$ cat src/design/jpsd_mac.sv
// shared multiply unit: registered product, then floor shift
module jpsd_mac #(
    parameter int FRAC_BITS = 16
) (
    input  logic               i_clk,
    input  logic signed [31:0] i_a,
    input  logic signed [31:0] i_b,
    output logic signed [63:0] o_q
);
    logic signed [63:0] r_p;
    always_ff @(posedge i_clk) begin
        r_p <= i_a * i_b;
    end
    assign o_q = r_p >>> FRAC_BITS;
endmodule

$ cat config.mk
export PLATFORM = sky130hd
export DESIGN_NAME = jpsd_mac
export DESIGN_NICKNAME = d
export VERILOG_FILES = /design/src/design/jpsd_mac.sv
export SDC_FILE = /design/constraint.sdc
export NUM_CORES = 2
export LEC_CHECK = 0
export ABC_AREA = 1
export BUFFER_PORTS_ARGS = -buffer_cell sky130_fd_sc_hd__buf_2
export CAP_MARGIN = 15
export CORE_ASPECT_RATIO = 1.25
export CORE_MARGIN = 2
export CORE_UTILIZATION = 23
export CTS_BUF_LIST = sky130_fd_sc_hd__clkbuf_4 sky130_fd_sc_hd__clkbuf_8
export DETAILED_ROUTE_END_ITERATION = 7
export MAX_ROUTING_LAYER = met4
export PLACE_DENSITY_LB_ADDON = 0.2
export SLEW_MARGIN = 10
export SYNTH_ARGS = -nofsm -noshare
export SYNTH_HDL_FRONTEND = slang
export SYNTH_SLANG_ARGS = --single-unit
$ cat constraint.sdc
create_clock -name i_clk -period 9.6 [get_ports i_clk]
set_input_delay 0.48 -clock i_clk [delete_from_list [all_inputs] [get_ports i_clk]]
set_output_delay 0.48 -clock i_clk [all_outputs]
set_load 0.02 [all_outputs]
==> flow_summary.toml <==
[status]
status = "complete, no violations"

[timing]
finalSetupViolCount = 0
fin_crit_sh_pct = 83.7
slew_violations = 0
rsz0062_at_grt = "false"
tns_ns = 0
hold_viol_final = 0
max_freq_mhz = 124
worst_pin_slew_ns = 1.11
worst_hold_slack_ns = 1.26
worst_slew_margin_rel_pct = 25.8
finalCriticalPeriod_ns = 8.04

[routing]
antenna_left = 0
wl_um = 130000
wire_per_inst_um = 18.2
drt_first_pass_iters = 5
drc_errors = 0
drt_iter0_markers = 1509
vias_per_cell = 4.12
vias = 29500

[grt]
grt_max_degree = 33
grt_use_total_pct = 15.9
grt_pass1_wl_um = 203000
grt_pass1_vias = 33200
grt_antenna_before_repair = 19
grt_remaining_overflow = 0

[clock_network]
clock_sinks = 48
hold_buffers = 0
post_cts_resized = 0
post_cts_buffers = 0
cts_buffers = 5
clkSlewWorstSetupHoldPaths_ns = 0.10
cts_root_buf = "clkbuf_8"
h-tree-depth = 2
clock_path_buffers = 2
cts_tree = "yes"

[die]
core_sq_mm = 0.170
die_h_um = 466
dieWidth_um = 373
die-area_sq_mm = 0.174
initial_core_util_pct = 23.1
rows = 169
ios = 129

[cells_and_area]
instances_no_fill = 7161
fin_area_sq_mm = 0.0422
largest_reg_flops = 48
final_layout_size_suffix_gt1_share_pct = 3.85
top_regs = "r_p: 48 flops"
syn2layout_area_growth_pct = 7.64
final_nets = 6255
regMostFlops = "r_p"
nFillCells = 19000

[logic_synthesis]
synthArstFlopShare_pct = 0
yosysUniqueCellTypes = 30
synth-seq-cells = 48
netlist_instances = 4968
synthFlopType = "dfxtp_1"
mappedNetlistArea_sq_mm = 0.0392
yosysSeqAreaShare_pct = 2.45
yosysWarnings = 0
synth_edf_count = 0
syn_nets = 6294
syn_area_per_cell_sq_um = 7.89

[worst_setup_path]
crit_path_max_fanout = 32
cp_top_family = "adder cells"
crit_type = "input pin to flop"
cp-end-kind = "flop"
cp_data_arrival_time_ns = 8.29
path_buf_inv = 9
slowest_stage = "fa_1"
cpPeakStageDelay_ns = 0.85
crit_required_ns = 9.85
startpoint_type = "input pin"

[placement]
io_buffers = 128
place.gp.congestion = 0.907
hpwl_um = 113000
placed_cell_area_sq_mm = 0.0420
dp_cells = 7145

[worst_hold_path]
hold_path_class = "flop to output port"

[flow_run]
drv_cap = 0
-- logic make-up after synthesis --
| logic type | count (synthesis) | share of synthesized area [%] |
|---|---|---|
| buffers and inverters | 1843 | 17.8 |
| XOR/XNOR | 33 | 0.737 |
| adder cells (fa/ha/maj) | 1261 | 60.9 |
| flip-flops | 48 | 2.45 |
| AND/OR/NAND/NOR | 1645 | 16.2 |
| AO/OA/AOI/OAI | 138 | 1.88 |
-- placed cells by master, fill, tap and decap left out --
cell type / count
nor4_1: 2
nor4_2: 2
ha_1: 180
clkbuf_8: 5
or2_2: 8
o21a_1: 3
a21oi_1: 81
o21ai_0: 38
a21o_1: 2
xnor2_1: 8
nand3b_1: 3
xor2_1: 25
dfxtp_1: 48
nand2_2: 4
buf_2: 128
nand3_1: 47
inv_6: 1
clkinv_1: 1
o21bai_1: 12
nor2_1: 160
nand2_1: 1394
nor2_2: 3
buf_4: 34
nor3_2: 2
a21boi_0: 1
inv_1: 1633
inv_2: 1
nor3_1: 9
nand4_1: 11
fa_1: 1081
diode_2: 8
bufinv_16: 2
o21ai_1: 1
-- layout make-up --
type / instances / area [sq um] / area share, %
multi-input combinational: 3077 / 31300 / 74.1
inverter: 1635 / 6140 / 14.5
tap: 2223 / 2780 / 6.59
sequential: 48 / 961 / 2.28
timing repair buffer: 162 / 896 / 2.12
clock buffer: 5 / 68.8 / 0.163
clock inverter: 3 / 68.8 / 0.163
antenna: 8 / 20.0 / 0.0474
-- final timing paths --
path,to,cells after the start,from
min,o_q[17],1,r_p[33]
max,r_p[63],27,i_b[6]
-- per-layer routing --
| metal | vias up | part of all wire (%) | GRT usage (%) | wire length, um |
|---|---|---|---|---|
| met5 | - | 0 | - | 0 |
| met4 | 0 | 2.1 | 2.93 | 2680 |
| met3 | 117 | 3.0 | 1.11 | 3970 |
| met2 | 569 | 53 | 28.6 | 68700 |
| met1 | 15400 | 42 | 19.8 | 55000 |
| li1 | 13400 | - | - | - |
-- cells in the mapped netlist (all sizes together), types with 11 or more instances --
cell,number,share of area (%)
inv,1634,16
nand2,1398,13
fa,1081,55
clkbuf,191,1.8
ha,180,5.7
nor2,163,1.6
a21oi,81,1.0
dfxtp,48,2.5
nand3,47,0.60
o21ai,39,0.50
xor2,25,0.56
buf,17,0.32
o21bai,12,0.23
nand4,11,0.18
nor3,11,0.17
-- stage by stage --
step / setup WS (ns) / util (%)
after floorplan: 2.46 / -
after global placement: 1.21 / 24.8
after detailed placement: 1.20 / 24.8
after CTS: 1.56 / 24.9
after global routing: 1.05 / 24.9
final: 1.56 / 24.9
Power is left out: the tool's default activity adds up to more than one toggle a clock period on the data nets, which glitch-free logic cannot reach.
