### config.mk
export PLATFORM = sky130hd
export DESIGN_NAME = jpsd_div
export DESIGN_NICKNAME = d
export VERILOG_FILES = /design/src/design/jpsd_pkg.sv /design/src/design/jpsd_div.sv
export SDC_FILE = /design/constraint.sdc
export NUM_CORES = 1
export LEC_CHECK = 0
export BUFFER_PORTS_ARGS = -buffer_cell sky130_fd_sc_hd__buf_2
export CORE_ASPECT_RATIO = 1.1
export CORE_MARGIN = 2
export CORE_UTILIZATION = 45
export CTS_CLUSTER_SIZE = 14
export DETAILED_ROUTE_END_ITERATION = 10
export SLEW_MARGIN = 0
export SYNTH_ARGS = -nofsm -noshare
export SYNTH_HDL_FRONTEND = slang
export SYNTH_SLANG_ARGS = --single-unit
### constraint.sdc
create_clock -name i_clk -period 5.3 [get_ports i_clk]
set_clock_uncertainty 0.05 [all_clocks]
set_input_delay 0 -clock i_clk [delete_from_list [all_inputs] [get_ports i_clk]]
set_output_delay 0 -clock i_clk [all_outputs]
set_load 0.02 [all_outputs]
### src/design/jpsd_pkg.sv
package jpsd_pkg;

    typedef struct packed {
        logic [1:0]         func;
        logic [3:0]         row_index;
        logic [3:0]         col_index;
        logic signed [31:0] load_value;
    } t_in_item;

    typedef struct packed {
        logic [3:0]         element_index;
        logic signed [31:0] element_value;
        logic               status;
        logic               last;
    } t_out_item;

    localparam logic [1:0] FUNC_LOAD_A = 2'd0;
    localparam logic [1:0] FUNC_LOAD_B = 2'd1;
    localparam logic [1:0] FUNC_LOAD_X = 2'd2;
    localparam logic [1:0] FUNC_RUN    = 2'd3;

    localparam logic [3:0] REG_SIZE  = 4'd0;
    localparam logic [3:0] REG_ITERS = 4'd1;

    localparam int CFG_IDX_W  = 4;
    localparam int CFG_DATA_W = 16;

    // 64-bit saturation to signed 32 bits
    function automatic logic signed [31:0] sat32(input logic signed [63:0] v);
        logic signed [31:0] r;
        if (v > 64'sd2147483647) r = 32'sh7fffffff;
        else if (v < -64'sd2147483648) r = 32'sh80000000;
        else r = v[31:0];
        return r;
    endfunction

endpackage

### src/design/jpsd_div.sv
// signed restoring divider: q = sat32((p << FRAC_BITS) / d), truncating,
// one quotient bit per cycle
module jpsd_div #(
    parameter int FRAC_BITS = 16
) (
    input  logic               i_clk,
    input  logic               i_rst_n,
    input  logic               i_start,
    input  logic signed [31:0] i_num,
    input  logic signed [31:0] i_den,
    output logic               o_done,
    output logic signed [31:0] o_quo
);
    import jpsd_pkg::*;

    localparam int NW = 32 + FRAC_BITS;
    localparam int CW = $clog2(NW + 1);

    logic [NW-1:0] r_q;
    logic [NW:0]   r_rem;
    logic [31:0]   r_d;
    logic          r_neg;
    logic          r_busy;
    logic [CW-1:0] r_cnt;
    logic [NW-1:0] n_abs;
    logic [NW:0]   n_rem;
    logic [NW:0]   n_trial;
    logic signed [63:0] n_sq;

    always_comb begin
        logic signed [NW-1:0] sn;
        sn = NW'($signed(i_num)) <<< FRAC_BITS;
        n_abs = sn[NW-1] ? NW'(-sn) : NW'(sn);
        n_rem = {r_rem[NW-1:0], r_q[NW-1]};
        n_trial = n_rem - (NW+1)'(r_d);
        n_sq = r_neg ? -$signed({1'b0, 63'(r_q)}) : $signed({1'b0, 63'(r_q)});
    end

    always_ff @(posedge i_clk) begin
        if (!i_rst_n) begin
            r_busy <= 1'b0;
            o_done <= 1'b0;
            r_cnt  <= '0;
        end else begin
            o_done <= !i_start && r_busy && (r_cnt == '0);
            if (i_start) begin
                r_busy <= 1'b1;
                r_cnt  <= CW'(NW);
                r_q    <= n_abs;
                r_rem  <= '0;
                r_d    <= i_den[31] ? 32'(-i_den) : 32'(i_den);
                r_neg  <= i_num[31] ^ i_den[31];
            end else if (r_busy) begin
                if (r_cnt == '0) begin
                    r_busy <= 1'b0;
                    o_quo  <= sat32(n_sq);
                end else begin
                    r_cnt <= r_cnt - 1'b1;
                    if (!n_trial[NW]) begin
                        r_rem <= n_trial;
                        r_q   <= {r_q[NW-2:0], 1'b1};
                    end else begin
                        r_rem <= n_rem;
                        r_q   <= {r_q[NW-2:0], 1'b0};
                    end
                end
            end
        end
    end
endmodule

==> flow_summary.json <==
{
  "seq_area_frac_synth": 0.443,
  "clk_latency_ns": 0.45,
  "grt_pass1_vias": 8953,
  "cp-end-kind": "register",
  "cts_max_level": 4,
  "synth_edf_count": 161,
  "drcViolationCount": 0,
  "powerDensity_nw_per_um2": 281,
  "worst-setup-path-type": "reg -> reg",
  "layout_min_cycle_time_ns": 4.19,
  "netlist.area_leader.share": 0.429,
  "core_area_um2": 24500,
  "ys_types": 64,
  "max-vdd-ir-drop_mv": 0.190,
  "detail_route.wl_per_cell_um": 16.4,
  "ant_nets": 0,
  "rsz0062_at_grt": "no",
  "whs_ns": 0.0150,
  "port_buffers": 99,
  "path_clk_slew_ns": 0.07,
  "max_slew_margin": 0.282,
  "netlist_area_um2": 11300,
  "cp.arrival_ns": 4.32,
  "totalWireLength_um": 27100,
  "cts-buffers-inserted": 17,
  "setup_viol_count_final": 0,
  "hold_buffers": 73,
  "grt_overflow": 0,
  "cts-root-buf": "clkbuf_16",
  "die_w_um": 155,
  "grt_pass1_wl_um": 44800,
  "start_util": 0.459,
  "ys_ff_latch": 169,
  "post_cts_buffers": 0,
  "grt_max_degree": 101,
  "critPathLaunchType": "register",
  "synthTopCellsByArea": "edfxtp_1 (43%), xor2_1 (6.5%), a21oi_1 (4.6%)",
  "final.setup.tns_ns": 0,
  "cp_data_required_time_ns": 5.43,
  "synth_cells": 1187,
  "drt_iter0_drc": 639,
  "async_reset_ff_frac": 0,
  "place.gp.congestion": 0.880,
  "post-dp-hpwl_um": 18700,
  "synth_ff_type": "edfxtp_1",
  "hp-class": "in -> reg",
  "ios": 100,
  "hold_violations": 0,
  "yosysTopAreaCell": "edfxtp_1",
  "grt_use_total": 0.210,
  "antenna_found_initial": 1,
  "yosysWarnings": 0,
  "synth.most_common_cell": "edfxtp_1",
  "post_cts_resize_count": 0,
  "fin_crit_sh": 0.790,
  "avgSynthCellArea_um2": 9.50,
  "nNetsFinal": 1436,
  "maxSlewViolCount": 0,
  "cp_max_fo": 5,
  "design.die.area_um2": 26300,
  "std_cell_rows": 60,
  "p_leak_nw": 4.97,
  "dr_total_vias": 9290,
  "synth_commonest_cells": "edfxtp_1 (161), nand2_1 (123), a21oi_1 (104), xor2_1 (84), nor2_1 (78)",
  "status": "completed",
  "cts_buffer_depth": 2,
  "cts.sinks": 169,
  "die_h_um": 170,
  "via_per_inst": 5.61,
  "worstMarginPinSlew_ns": 1.08,
  "area_growth_pct": 18.6,
  "drive_gt1_frac": 0.134,
  "firstDrtPassIters": 5,
  "fmax_mhz": 239,
  "cts_tree": "done",
  "synth_nets": 1291,
  "drv_cap": 0
}
## power by group
| group | internal (mW) | switching [mW] |
|---|---|---|
| sequential | 1.58 | 0.0687 |
| clock | 0.675 | 0.607 |
| combinational | 0.345 | 0.475 |
## worst max-delay path: stages, from the launching register on
cell       delay, ns
edfxtp_1        0.38
inv_1           0.09
ha_1            0.23
fa_1            0.39
nand2b_1        0.20
a21oi_1         0.17
o21ai_0         0.21
a211oi_1        0.30
o21ai_0         0.18
a2111oi_0       0.82
o21ai_0         0.39
o31a_1          0.32
o21ba_2         0.20
## state kept, by name, indices dropped and copies added (netlist names)
name and flops:
r_rem 48, r_q 48, r_busy 1, r_d 32, r_neg 1, r_cnt 6
o_quo 32, o_done 1
## cells in the final DEF (no fill, tap or decap), types with 6 or more instances in the layout
cell,n
clkbuf_16,17
a21oi_1,104
o21ai_0,61
buf_4,14
or3_1,24
xor2_1,83
o211ai_1,7
a31oi_1,7
mux2_2,11
nand4_1,14
o31ai_1,26
nor3_1,22
o21ai_1,30
nand2_1,123
o41ai_1,18
nand3_1,17
nor2b_1,32
a211oi_1,7
a21o_1,6
dfxtp_1,8
ha_1,36
inv_1,57
or4_1,27
buf_2,98
o21a_1,7
dlygate4sd3_1,73
nand2b_1,15
or2_2,12
nor2_1,78
nor4_1,16
xnor2_1,49
edfxtp_1,161
## metrics by stage
stage / cell area [um^2] / instances / utilization / total power, mW / setup WS [ns]
3_5_place_dp: 12000 / 1550 / 0.490 / 2.44 / 1.15
3_3_place_gp: 12000 / 1550 / 0.490 / 2.43 / 1.25
5_1_grt: 13400 / 1655 / 0.545 / 3.94 / 0.686
2_1_floorplan: 11300 / 1187 / - / 2.23 / 1.50
4_1_cts: 13400 / 1655 / 0.545 / 3.77 / 1.11
6_report: 13400 / 1656 / 0.545 / 3.75 / 1.11
## routing by layer
layer	vias to the layer above	global-route usage	part of all wire
li1	4659	-	-
met2	215	0.375	0.50
met3	37	0.0321	0.031
met5	-	0	0
met1	4379	0.267	0.46
met4	0	0.0523	0.013
## cells by family after synthesis
group,after synthesis,share of synthesized area
AOI/OAI and AO/OA,310,0.172
and+or+nand+nor,407,0.185
adders and majority gates,37,0.0417
DFF,169,0.443
xor gates and xnor gates,134,0.104
buffers and inverters,116,0.0407
muxes,14,0.0137
## area by class of cell
| cell class | instances | area (um^2) |
|---|---|---|
| Timing Repair Buffer | 185 | 1330 |
| Multi-Input combinational cell | 902 | 5850 |
| Inverter | 57 | 214 |
| Tap cell | 310 | 388 |
| Sequential cell | 169 | 4990 |
| Clock buffer | 17 | 425 |
| Clock inverter | 15 | 175 |
| Antenna cell | 1 | 2.50 |
| Fill cell | 2173 | 11200 |
## final timing paths
| kind | startpoint | end | slack, ns | cells after the start |
|---|---|---|---|---|
| max | r_q[47] | r_rem[41] | 1.11 | 12 |
| min | i_num[7] | r_q[23] | 0.01 | 3 |
| min reg2reg | r_cnt[2] | r_cnt[2] | 0.45 | 1 |
| max reg2reg | r_q[47] | r_rem[41] | 1.11 | 12 |
Note: power is estimated with default switching activity, not from simulation.
